--- config.mk ---
export PLATFORM = sky130hd
export DESIGN_NAME = avpm_voice_mem
export DESIGN_NICKNAME = d
export VERILOG_FILES = /design/src/sv/avpm_pkg.sv /design/src/sv/avpm_voice_mem.sv
export SDC_FILE = /design/constraint.sdc
export NUM_CORES = 1
export LEC_CHECK = 0
export BUFFER_PORTS_ARGS = -buffer_cell sky130_fd_sc_hd__buf_2
export CORE_AREA = 2 2 360 255
export DETAILED_ROUTE_END_ITERATION = 8
export DIE_AREA = 0 0 362 257
export GPL_TIMING_DRIVEN = 0
export PLACE_DENSITY = 0.56
export SYNTH_ARGS = -nofsm -noshare
export SYNTH_HDL_FRONTEND = slang
export SYNTH_SLANG_ARGS = --single-unit
--- constraint.sdc ---
create_clock -name clk -period 11.2 [get_ports clk]
set_input_delay 1.68 -clock clk [delete_from_list [all_inputs] [get_ports clk]]
set_output_delay 1.68 -clock clk [all_outputs]
set_load 0.02 [all_outputs]
--- src/sv/avpm_pkg.sv ---
package avpm_pkg;

  localparam int VOICES     = 8;
  localparam int VW         = (VOICES > 1) ? $clog2(VOICES) : 1;
  localparam int BANK_BYTES = 65536;
  localparam int BANK_AW    = $clog2(BANK_BYTES);
  localparam int IDX_MAX    = 88;

  typedef enum logic [1:0] {
    OP_LOAD = 2'd0,
    OP_PLAY = 2'd1,
    OP_STOP = 2'd2,
    OP_TICK = 2'd3
  } op_t;

  typedef enum logic [2:0] {
    ST_IDLE,
    ST_VREAD,
    ST_BREAD,
    ST_DECODE,
    ST_ACCUM,
    ST_MIX,
    ST_EMIT
  } state_t;

  typedef enum logic [2:0] {
    CFG_MID   = 3'd0,
    CFG_UKNEE = 3'd1,
    CFG_LKNEE = 3'd2,
    CFG_URAIL = 3'd3,
    CFG_LRAIL = 3'd4
  } cfg_idx_t;

  // packed per-voice record kept in the voice memory
  // len holds up to 131072 nibbles, so it needs 18 bits
  typedef struct packed {
    logic signed [15:0] pred;
    logic [6:0]         idx;
    logic [16:0]        pos;
    logic [17:0]        len;
    logic [15:0]        start;
    logic [7:0]         gain;
    logic               looping;
  } voice_t;

  function automatic logic [14:0] step_lookup(input logic [6:0] i);
    logic [14:0] s;
    case (i)
      7'd0: s = 15'd7;      7'd1: s = 15'd8;      7'd2: s = 15'd9;
      7'd3: s = 15'd10;     7'd4: s = 15'd11;     7'd5: s = 15'd12;
      7'd6: s = 15'd13;     7'd7: s = 15'd14;     7'd8: s = 15'd16;
      7'd9: s = 15'd17;     7'd10: s = 15'd19;    7'd11: s = 15'd21;
      7'd12: s = 15'd23;    7'd13: s = 15'd25;    7'd14: s = 15'd28;
      7'd15: s = 15'd31;    7'd16: s = 15'd34;    7'd17: s = 15'd37;
      7'd18: s = 15'd41;    7'd19: s = 15'd45;    7'd20: s = 15'd50;
      7'd21: s = 15'd55;    7'd22: s = 15'd60;    7'd23: s = 15'd66;
      7'd24: s = 15'd73;    7'd25: s = 15'd80;    7'd26: s = 15'd88;
      7'd27: s = 15'd97;    7'd28: s = 15'd107;   7'd29: s = 15'd118;
      7'd30: s = 15'd130;   7'd31: s = 15'd143;   7'd32: s = 15'd157;
      7'd33: s = 15'd173;   7'd34: s = 15'd190;   7'd35: s = 15'd209;
      7'd36: s = 15'd230;   7'd37: s = 15'd253;   7'd38: s = 15'd279;
      7'd39: s = 15'd307;   7'd40: s = 15'd337;   7'd41: s = 15'd371;
      7'd42: s = 15'd408;   7'd43: s = 15'd449;   7'd44: s = 15'd494;
      7'd45: s = 15'd544;   7'd46: s = 15'd598;   7'd47: s = 15'd658;
      7'd48: s = 15'd724;   7'd49: s = 15'd796;   7'd50: s = 15'd876;
      7'd51: s = 15'd963;   7'd52: s = 15'd1060;  7'd53: s = 15'd1166;
      7'd54: s = 15'd1282;  7'd55: s = 15'd1411;  7'd56: s = 15'd1552;
      7'd57: s = 15'd1707;  7'd58: s = 15'd1878;  7'd59: s = 15'd2066;
      7'd60: s = 15'd2272;  7'd61: s = 15'd2499;  7'd62: s = 15'd2749;
      7'd63: s = 15'd3024;  7'd64: s = 15'd3327;  7'd65: s = 15'd3660;
      7'd66: s = 15'd4026;  7'd67: s = 15'd4428;  7'd68: s = 15'd4871;
      7'd69: s = 15'd5358;  7'd70: s = 15'd5894;  7'd71: s = 15'd6484;
      7'd72: s = 15'd7132;  7'd73: s = 15'd7845;  7'd74: s = 15'd8630;
      7'd75: s = 15'd9493;  7'd76: s = 15'd10442; 7'd77: s = 15'd11487;
      7'd78: s = 15'd12635; 7'd79: s = 15'd13899; 7'd80: s = 15'd15289;
      7'd81: s = 15'd16818; 7'd82: s = 15'd18500; 7'd83: s = 15'd20350;
      7'd84: s = 15'd22385; 7'd85: s = 15'd24623; 7'd86: s = 15'd27086;
      7'd87: s = 15'd29794;
      default: s = 15'd32767;
    endcase
    return s;
  endfunction

endpackage

--- src/sv/avpm_voice_mem.sv ---
module avpm_voice_mem
  import avpm_pkg::*;
(
  input  logic          clk,
  input  logic          wr_en,
  input  logic [VW-1:0] wr_addr,
  input  voice_t        wr_data,
  input  logic [VW-1:0] rd_addr,
  output voice_t        rd_data
);

  voice_t mem [VOICES];

  always_ff @(posedge clk) begin
    if (wr_en) begin
      mem[wr_addr] <= wr_data;
    end
    rd_data <= mem[rd_addr];
  end

endmodule

# Yosys cells after proc, flatten, opt, wreduce, memory -nomap -nowiden
# Memories as Yosys holds them, arrays and structs flattened. A register that Yosys moved wholly into a read port is not among the register bits.
# Index checks and enable logic that the tools add are counted.
[op_classes]
mux = 2
[ops]
columns = ["operator", "count"]
rows = [
  ["$mux W1", 2],
]
[word_totals]
regBits = 0
mem_bits_rw = 664
input_bits = 91
out_inout_bits = 83
memories = 1
[memory_table]
columns = ["name", "depth", "word_bits", "rd", "rd_clocked_by_memory_dff", "wr", "line", "source"]
rows = [
  ["mem", 8, 83, 1, 1, 1, "avpm_voice_mem.sv:12", "voice_t mem [VOICES];"],
]

# Logic depth before layout (Yosys ltp)
[logic_depth]
word_depth = 2
mapped_depth = 5
depth_no_buf = 2

# Worst setup path after synthesis
# Ideal clock, no wire load.
[synth_timing]
path_type = "input port to flip-flop"
start = "in wr_addr[2]"
end = "mem mem[0][0] (netlist bit), enable pin"
setup_ps = 627
t_arrival_ps = 7483
path_slack_ps = 3090
cell_stages = 2
path_buffers = 0
path_cell_list = "nand2b_1 nor3_1"
[synth_rtl]
columns = ["item", "line", "source"]
rows = [
  ["start: declaration", "avpm_voice_mem.sv:6", "input logic [VW-1:0] wr_addr,"],
  ["end: declaration", "avpm_voice_mem.sv:12", ""],
]
# Straight into the memory's write port.

# Worst setup path after layout
[layout_timing]
start = "in wr_addr[2]"
end = "mem mem[0][68] (netlist bit), enable pin"
# Straight into the memory's write port.

==> metrics.txt <==
Core Box Area 0.0894 mm^2; CTS tree done; Post-Place Cell Area 0.0298 mm^2; Nets 1441; Register-to-Register Path Depth 2; Max-cap violations 0; grt ovf 0; final hold viol count 0; Hold Crit Start mem[6][9]$_DFFE_PP_; Iter 0 DRT Violations 934; crit path capture type register; Synth cell types 12; hold depth 2; largest net degree at the start of global routing 24; antenna viol nets, final 0; leading area contributor after synthesis edfxtp_1; Cells after Synth 1055; leakage power 10.5 nW; first-pass GRT wire length 85.2 mm; CTS-repair resized insts 0; post-route clock period utilization 29.8%; Clock Path Buffers 3; Netlist Area Pre-Place 0.0266 mm^2; Peak Freq 300 MHz; WHS Endpoint rd_data[9]$_DFF_P_; most common cell after layout, fill and taps aside edfxtp_1; Fillers 8066; Synth-to-Final Area Change 21.4%; Post-Route Skew 0.0172 ns; design area 0.0323 mm^2; Final Max Slew Viols 0; final period demand of the worst path 3.34 ns; crit path max fanout 9; Synth Register Bits 747; top post-synthesis cells by area edfxtp_1 75%, mux4_2 14%, dfxtp_1 6.2%, mux2_2 3.5%, buf_6 0.68%; Worst setup SP type input pin; Critical Path Source wr_addr[2]; total global-route track usage 12.6%; worst hold path class reg -> reg; gpl congestion 0.650; share of cells above drive strength 1 42.9%; Seq/Total Area, Yosys 81.1%; DR WL/cell 22.7 um; Clock Latency Late Sink 0.61 ns; Crit Path Category in -> reg; WHS 0.673 ns; Layout Cells excl Fill 2588; Total Neg Setup Slack 0 ns; Total Wirelength 58.7 mm; Least-Margin Pin Slew 1.23 ns; highest routed metal layer met5; r2r setup slk 9.92 ns; most frequent cells in the layout 664 x edfxtp_1, 174 x buf_2, 166 x mux4_2; WL met2 27.2 mm; Syn Nets 1146; Die Area 0.0930 mm^2; DP HPWL 36.6 mm; Total Power 0.00609 W; Clock Pin Slew Worst Setup and Hold Paths 0.06 ns; Detailed Routing Iterations Pass 1 4; dpl cells 2447; Ports 174; buffers added on ports 170; routed vias/inst 4.51; hold-fix buffers at CTS 0; Mapped Avg Cell Area 25.2 um^2; starting density of the core 29.8%; vias in the first global route 12603; setup bufs post-CTS 0; Ys Warns 0; # setup viols final 0; Yosys top cell area share 74.9%; H-tree lvl count 3; initial antenna violation count 11; Metal-1 WL 27.1 mm; Slew HR 18.0%; # DRC 0; Reg2Reg Capture Point rd_data[65]$_DFF_P_; DR vias 11679; WP data required 11.51 ns; worst vdd ir 0.116 mV; reg2reg start mem[7][65]$_DFFE_PP_; RSZ-0062 raised after global routing false; Chip Height 257 um; Arr. time, crit path 3.65 ns; Power Dens Cells 189 mW/mm^2; met3 wire len 3.05 mm; die width 362 um; Root Buffer clkbuf_16; row cnt 92; Sink Count 747; outcome completed; CTS buffer count 76
[kinds of logic (layout without fill, tap and decap cells)]
group	Yosys count	count (layout)	share of synthesized area [%]
flops	747	747	81.1
mux	249	249	17.5
simple gates	13	13	0.221
other cells	0	4	0
buf+inv	46	400	1.12
[power by group]
group	internal, W	switching, W
logic	0.000157	0.000203
registers	0.00315	0.0000276
clock network	0.00153	0.00103
[stage by stage]
step	worst slack, ns	utilization, %
after global routing	7.76	36.1
final	7.86	36.1
after floorplan	3.09	-
after global placement	-4.56	32.4
after detailed placement	7.14	33.3
after CTS	7.82	36.1
[critical path, cell delays in order]
cell and delay [ns]:
buf_2 0.10, nand2b_1 0.28, nor3_2 0.44, buf_6 0.22, buf_8 0.15, buf_6 0.17, buf_6 0.15, buf_4 0.22
buf_6 0.20
[Yosys cell counts, drive strengths merged]
library cell and instances:
buf 31, clkbuf 15, dfxtp 83, edfxtp 664, mux2 83, mux4 166, nand2 2, nand2b 3
nor2 6, nor3 2
[state kept, by name, indices dropped and copies added (netlist names)]
signal	count
mem	664
rd_data	83
[how the worst max path moves through the flow]
stage / cells past startpoint / end / slack (ns)
after global placement: 3 / mem[0][69]$_DFFE_PP_ / -4.56
after global routing: 9 / mem[0][74]$_DFFE_PP_ / 7.76
after floorplan: 2 / mem[0][0]$_DFFE_PP_ / 3.09
final: 9 / mem[0][68]$_DFFE_PP_ / 7.86
after detailed placement: 3 / rd_data[73]$_DFF_P_ / 7.14
after CTS: 3 / rd_data[73]$_DFF_P_ / 7.82
[layout make-up]
type	instances	area, um^2	share of cell area, %
Antenna cell	4	10.0	0.0310
Buffer	46	298	0.921
Clock buffer	106	2160	6.68
Clock inverter	31	365	1.13
Multi-Input combinational cell	262	4790	14.8
Sequential cell	747	21600	66.8
Tap cell	1175	1470	4.55
Timing Repair Buffer	217	1630	5.06
[metal layers]
layer  vias to the layer above  GRT usage [%]
li1                       5074              -
met1                      6242           17.8
met2                       253           19.6
met3                       100           2.94
met4                        10           3.52
met5                         -              0
Power figures use the tool's default switching activity.
