`config.mk`:
```
export PLATFORM = sky130hd
export DESIGN_NAME = avpm_decoder
export DESIGN_NICKNAME = d
export VERILOG_FILES = /design/src/sv/avpm_pkg.sv /design/src/sv/avpm_decoder.sv
export SDC_FILE = /design/constraint.sdc
export NUM_CORES = 1
export LEC_CHECK = 0
export BUFFER_PORTS_ARGS = -buffer_cell sky130_fd_sc_hd__buf_2
export CAP_MARGIN = 10
export CELL_PAD_IN_SITES_DETAIL_PLACEMENT = 0
export CELL_PAD_IN_SITES_GLOBAL_PLACEMENT = 2
export CORE_UTILIZATION = 32
export DETAILED_ROUTE_END_ITERATION = 10
export PLACE_DENSITY_LB_ADDON = 0.25
export SETUP_SLACK_MARGIN = 0.4
export SLEW_MARGIN = 20
export SYNTH_ARGS = -nofsm -noshare
export SYNTH_HDL_FRONTEND = slang
export SYNTH_SLANG_ARGS = --single-unit
```
`constraint.sdc`:
```
create_clock -name vclk -period 11.98
set_input_delay 0.599 -clock vclk [all_inputs]
set_output_delay 0.599 -clock vclk [all_outputs]
set_load 0.1 [all_outputs]
```
`src/sv/avpm_pkg.sv`:
```
package avpm_pkg;

  localparam int VOICES     = 8;
  localparam int VW         = (VOICES > 1) ? $clog2(VOICES) : 1;
  localparam int BANK_BYTES = 65536;
  localparam int BANK_AW    = $clog2(BANK_BYTES);
  localparam int IDX_MAX    = 88;

  typedef enum logic [1:0] {
    OP_LOAD = 2'd0,
    OP_PLAY = 2'd1,
    OP_STOP = 2'd2,
    OP_TICK = 2'd3
  } op_t;

  typedef enum logic [2:0] {
    ST_IDLE,
    ST_VREAD,
    ST_BREAD,
    ST_DECODE,
    ST_ACCUM,
    ST_MIX,
    ST_EMIT
  } state_t;

  typedef enum logic [2:0] {
    CFG_MID   = 3'd0,
    CFG_UKNEE = 3'd1,
    CFG_LKNEE = 3'd2,
    CFG_URAIL = 3'd3,
    CFG_LRAIL = 3'd4
  } cfg_idx_t;

  // packed per-voice record kept in the voice memory
  // len holds up to 131072 nibbles, so it needs 18 bits
  typedef struct packed {
    logic signed [15:0] pred;
    logic [6:0]         idx;
    logic [16:0]        pos;
    logic [17:0]        len;
    logic [15:0]        start;
    logic [7:0]         gain;
    logic               looping;
  } voice_t;

  function automatic logic [14:0] step_lookup(input logic [6:0] i);
    logic [14:0] s;
    case (i)
      7'd0: s = 15'd7;      7'd1: s = 15'd8;      7'd2: s = 15'd9;
      7'd3: s = 15'd10;     7'd4: s = 15'd11;     7'd5: s = 15'd12;
      7'd6: s = 15'd13;     7'd7: s = 15'd14;     7'd8: s = 15'd16;
      7'd9: s = 15'd17;     7'd10: s = 15'd19;    7'd11: s = 15'd21;
      7'd12: s = 15'd23;    7'd13: s = 15'd25;    7'd14: s = 15'd28;
      7'd15: s = 15'd31;    7'd16: s = 15'd34;    7'd17: s = 15'd37;
      7'd18: s = 15'd41;    7'd19: s = 15'd45;    7'd20: s = 15'd50;
      7'd21: s = 15'd55;    7'd22: s = 15'd60;    7'd23: s = 15'd66;
      7'd24: s = 15'd73;    7'd25: s = 15'd80;    7'd26: s = 15'd88;
      7'd27: s = 15'd97;    7'd28: s = 15'd107;   7'd29: s = 15'd118;
      7'd30: s = 15'd130;   7'd31: s = 15'd143;   7'd32: s = 15'd157;
      7'd33: s = 15'd173;   7'd34: s = 15'd190;   7'd35: s = 15'd209;
      7'd36: s = 15'd230;   7'd37: s = 15'd253;   7'd38: s = 15'd279;
      7'd39: s = 15'd307;   7'd40: s = 15'd337;   7'd41: s = 15'd371;
      7'd42: s = 15'd408;   7'd43: s = 15'd449;   7'd44: s = 15'd494;
      7'd45: s = 15'd544;   7'd46: s = 15'd598;   7'd47: s = 15'd658;
      7'd48: s = 15'd724;   7'd49: s = 15'd796;   7'd50: s = 15'd876;
      7'd51: s = 15'd963;   7'd52: s = 15'd1060;  7'd53: s = 15'd1166;
      7'd54: s = 15'd1282;  7'd55: s = 15'd1411;  7'd56: s = 15'd1552;
      7'd57: s = 15'd1707;  7'd58: s = 15'd1878;  7'd59: s = 15'd2066;
      7'd60: s = 15'd2272;  7'd61: s = 15'd2499;  7'd62: s = 15'd2749;
      7'd63: s = 15'd3024;  7'd64: s = 15'd3327;  7'd65: s = 15'd3660;
      7'd66: s = 15'd4026;  7'd67: s = 15'd4428;  7'd68: s = 15'd4871;
      7'd69: s = 15'd5358;  7'd70: s = 15'd5894;  7'd71: s = 15'd6484;
      7'd72: s = 15'd7132;  7'd73: s = 15'd7845;  7'd74: s = 15'd8630;
      7'd75: s = 15'd9493;  7'd76: s = 15'd10442; 7'd77: s = 15'd11487;
      7'd78: s = 15'd12635; 7'd79: s = 15'd13899; 7'd80: s = 15'd15289;
      7'd81: s = 15'd16818; 7'd82: s = 15'd18500; 7'd83: s = 15'd20350;
      7'd84: s = 15'd22385; 7'd85: s = 15'd24623; 7'd86: s = 15'd27086;
      7'd87: s = 15'd29794;
      default: s = 15'd32767;
    endcase
    return s;
  endfunction

endpackage

```
`src/sv/avpm_decoder.sv`:
```
module avpm_decoder
  import avpm_pkg::*;
(
  input  voice_t       vin,
  input  logic [3:0]   nib,
  output voice_t       vout,
  output logic         ended
);

  logic [14:0]        step;
  logic [17:0]        delta;
  logic signed [17:0] p;
  logic signed [8:0]  ni;
  logic [6:0]         idx;
  logic [17:0]        pos1;

  always_comb begin
    idx   = (vin.idx > 7'(IDX_MAX)) ? 7'(IDX_MAX) : vin.idx;
    step  = step_lookup(idx);
    delta = 18'(step >> 3);
    if (nib[2]) delta = delta + 18'(step);
    if (nib[1]) delta = delta + 18'(step >> 1);
    if (nib[0]) delta = delta + 18'(step >> 2);
    p = nib[3] ? (18'(vin.pred) - $signed(delta)) : (18'(vin.pred) + $signed(delta));
    if (p > 18'sd32767) p = 18'sd32767;
    else if (p < -18'sd32768) p = -18'sd32768;
    ni = nib[2] ? ($signed({2'b0, idx}) + $signed({6'b0, nib[1:0], 1'b0}) + 9'sd2)
                : ($signed({2'b0, idx}) - 9'sd1);
    if (ni < 0) ni = '0;
    else if (ni > 9'(IDX_MAX)) ni = 9'(IDX_MAX);
    pos1  = 18'(vin.pos) + 18'd1;
    ended = pos1 >= 18'(vin.len);
    vout      = vin;
    vout.pred = p[15:0];
    vout.idx  = ni[6:0];
    vout.pos  = pos1[16:0];
    if (ended && vin.looping) begin
      vout.pred = '0;
      vout.idx  = '0;
      vout.pos  = '0;
    end
  end

endmodule

```
After elaboration in Yosys (flattened, before gate mapping)
Memories as Yosys holds them, arrays and structs flattened. Index checks and enable logic that the tools add are counted. Widths: inputs -> output; s select.

$add $sub $neg: 9. Magnitude comparators: 6. Mux-type cells: 11. Reduce and logical (&&, ||, !) cells: 1.

Operator list (number): $mux 18 (4); $mux 40 (1); $mux 16 (2); $mux 7 (3); $add 16x18->18 (1); $add 17x1->18 const B (1); $add 18x13->18 (1); $add 18x14->18 (1); $ge 18x18->1 (1); $gt 18x16->1 const B (1); $lt 18x16->1 const B (1); $sub 16x18->18 (1); $add 12x15->16 (1); $add 8x2->9 const B (1); $gt 9x8->1 const B (1); $lt 9x1->1 const B (1); $mux 9 (1); $add 7x3->8 (1); $sub 7x1->8 const B (1); $gt 7x7->1 const B (1); $logic_and 1x1->1 (1).

Flip-flop bits (word level): 0. Bits in read-only memories: 1920. Bits of input ports: 87. Output and inout bits: 84. Word-level logic and storage cells: 28. Memories kept: 1.

Memories: (no name shown) (depth 128, bits a word 15, read ports 1, clocked after memory_dff 0, write ports 0, RTL line avpm_pkg.sv:48) `case (i)`.

Longest topological paths before layout
An unclocked memory read counts as a cell.

Depth in word-level cells: 15. Depth in mapped cells: 52. Gate-level depth less buffers: 48.

Least setup slack after synthesis
OpenSTA, ideal clock, no wires.

Kind: input -> output. Start point: input port vin[65] in the netlist's numbering. End point: output port vout[82] in the netlist's numbering. Arrival time: 11.082 ns. Data required time: 11.381 ns. Path slack: 0.299 ns. Stages: 48. Path buffers: 5. Cell sequence: buf_2 > buf_2 > a21o_1 > nand2_1 > nand2_1 > ha_1 > inv_1 > ha_1 > o21a_1 > o221ai_1 > a31oi_1 > a211oi_1 > a21oi_1 > ha_1 > fa_1 > a21o_1 > a221oi_1 > xnor2_1 > [... 12 more ...] > o21ai_1 > o31ai_2 > xnor2_1 > mux2_2 > and3b_1 > nand3_1 > nor2_1 > nor2_1 > xnor2_1 > ha_1 > nand2_1 > o311ai_0 > a31o_2 > a21oi_1 > and3_1 > buf_4 > buf_6 > nor3_1.

RTL lines: from (decl) (RTL line avpm_decoder.sv:4) `input voice_t vin,`; to (decl) (RTL line avpm_decoder.sv:6) `output voice_t vout,`.

==> run metrics <==
outcome completed; final hold violations 0; # IOs 171; Slew HR 0.4031; drt via density 5.761; Overall Power 0.002019 W; # hold bufs at CTS 0; Die Ht 156.7 um; Initial Utilization 0.3261; fin area 8710 um2; DRC Markers 0; 1st-iter DRT viols 599; vias roughly 8600; Total Wirelength 27700 um; Synth Area in Adders 0.1716; area fraction in compound gates after synthesis 0.3625; Detail Placement HPWL 22010 um; Seq cells 0; Crit path arrival time 10.39 ns; post-synthesis xor/xnor area fraction 0.09039; total gr overflow 0; Placement Setup Slack 0.2592 ns; I/O Buffers 123; register area share after synthesis 0; Yosys top cell area share 0.1585; WP data required 11.38 ns; Tmin final around 11 ns; Hold Path Stages 0; hold_sp vin[14]; FF/Latch Area 0 um2; number of global-route vias before repair 7912; Synth Warn # 0; Avg Inst Size Synth 6.871 um2; Critical Path Slowest Stage Cell o21ai_0; GPL Wtd Cong 0.9245; Core Area 23470 um2; FP Rows 56; PwrDens 231.8 nW/um2; number of distinct library cells after synthesis 91; Peak VDD IR ~310 uV; main combinational cell family by area after synthesis compound AO/OA/AOI/OAI gates; RSZ-0062 raised after global routing no; Crit path top cell by count o21ai_0; Max Freq 0.09097 GHz; count of final max-slew check failures 0; Max-Cap Viols 0; first-pass GRT wire length roughly 43000 um; Die X 156.7 um; All-Layer GR Usage 0.2187; CP max FO 14; top post-synthesis cells by area ha_1, xnor2_1, a21oi_1; mux cell area share after synthesis 0.03138; CP max stage delay 0.53 ns; pin count of the biggest net entering global routing 41; wire per inst 18.60 um; Mapped Area 7655 um2; Placement Cell Area 8491 um2; CP Class input pin to output port; fin nets 1361; simple-gate portion of the synthesized area 0.2347; area of the multi-input gates 6943 um2; CP endpoint kind output port; Leak 3.812 nW; ant diodes 0; post-synthesis net count 1303; Worst Tran Pin Value 0.8954 ns; Cells after Synth about 1100; Hold EP vout[14]; Detailed Routing Iterations Pass 1 5; final worst slack 0.9874 ns; cell taking the most area after synthesis ha_1; Final TNS setup 0 ns; period utilization 0.9176; Syn-to-layout area delta 13.78%; initial antenna violation count 1; Layout clock buffers 0; Antenna Violating Nets Remaining 0; setup violators final 0; Startpoint Class input pin; HP Class input pin to output port; fill cell count 2537; layout cells sized above 1 0.1897; DIE AREA about 25000 um2
per-stage QoR:
step                utilization  std cells  hold slack (ns)
finish                   0.3711       1489            1.198
floorplan                     -       1114            1.410
detailed placement       0.3617       1481            1.199
global placement         0.3617       1481            1.199
CTS                      0.3618       1481            1.199
global route             0.3711       1489            1.198
routing by layer:
layer / GRT usage / share of wire / vias to the layer above
li1: - / - / 4262
met1: 0.3058 / 0.47 / 3902
met2: 0.3520 / 0.43 / 359
met3: 0.02022 / 0.069 / 53
met4: 0.06489 / 0.030 / 2
met5: 0 / 0.00047 / -
what timing repair did:
action,CTS,global route
gates resized for setup,1,42
pin swaps,0,5
buffers inserted,0,8
endpoints found under the setup margin,15,16
cells by family (layout without fill, tap and decap cells):
kind of cell               Yosys count  in the layout
AOI/OAI and AO/OA                  394            394
and+or+nand+nor                    355            355
buffers and inverters              162            218
adders and majority gates          102            102
xor gates and xnor gates            79             79
muxes                               22             22
how the worst max path moves through the flow:
stage	slack (ns)	from	cells after the start	to
floorplan	0.58	vin[65]	49	vout[78]
global placement	0.28	vin[63]	47	vout[78]
detailed placement	0.26	vin[63]	46	vout[78]
CTS	0.46	vin[63]	46	vout[78]
global route	0.35	vin[63]	48	vout[70]
finish	0.99	vin[63]	40	vout[70]
power by group:
group / total (W) / switching [W] / internal [W]
Clock: 0 / 0 / 0
Combinational: 0.00202 / 0.00129 / 0.000734
Sequential: 0 / 0 / 0
Total: 0.00202 / 0.00129 / 0.000734
cells in the mapped netlist, types with 5 or more instances:
cell	count
o22ai_1	8
clkbuf_1	33
and2_1	14
o31ai_1	6
nor2b_1	13
a211o_1	5
o21a_1	8
and4_1	5
o21bai_1	11
o311ai_0	10
fa_1	5
xnor2_1	52
buf_2	9
nand4_1	6
a21oi_1	84
a31oi_1	24
a21o_1	27
xor2_1	27
buf_4	52
mux2i_1	15
o211ai_1	28
o311ai_1	10
a31o_2	7
nand3_1	43
o21ai_1	6
o21ai_0	62
nand3b_1	7
nor2_1	86
nand2_1	73
a311oi_1	6
mux2_2	6
and3_1	29
o2111ai_1	16
or3_1	5
inv_1	57
ha_1	97
nand2b_1	29
buf_1	5
a211oi_1	12
nor3_1	22
worst max-delay path: cells and delay by family:
family	cells	cell delay [ns]
buffers and inverters	4	0.67
xor gates and xnor gates	3	0.66
and+or+nand+nor	11	2.35
muxes	1	0.30
AOI/OAI and AO/OA	16	4.05
adders and majority gates	5	1.75
placed cells by master (no fill, tap or decap), types with 9 or more instances in the layout:
master,count
xor2_1,27
nand2b_1,29
a21oi_1,84
a31oi_1,23
nor2b_1,12
nand3_1,43
mux2i_1,15
nor3_1,21
and2_1,14
nor2_1,86
buf_12,16
a211oi_1,9
inv_1,53
o21bai_1,11
a21o_1,27
o311ai_1,13
ha_1,91
xnor2_1,52
o211ai_1,28
and3_1,28
o2111ai_1,16
nand2_1,70
buf_4,30
buf_2,108
o21ai_0,62
cell type report:
| type | count | area share |
|---|---|---|
| inverter | 60 | 0.02629 |
| timing repair buffer | 158 | 0.1307 |
| tap | 319 | 0.04583 |
| multi-input combinational | 952 | 0.7972 |
Note: power is estimated with default switching activity, not from simulation.
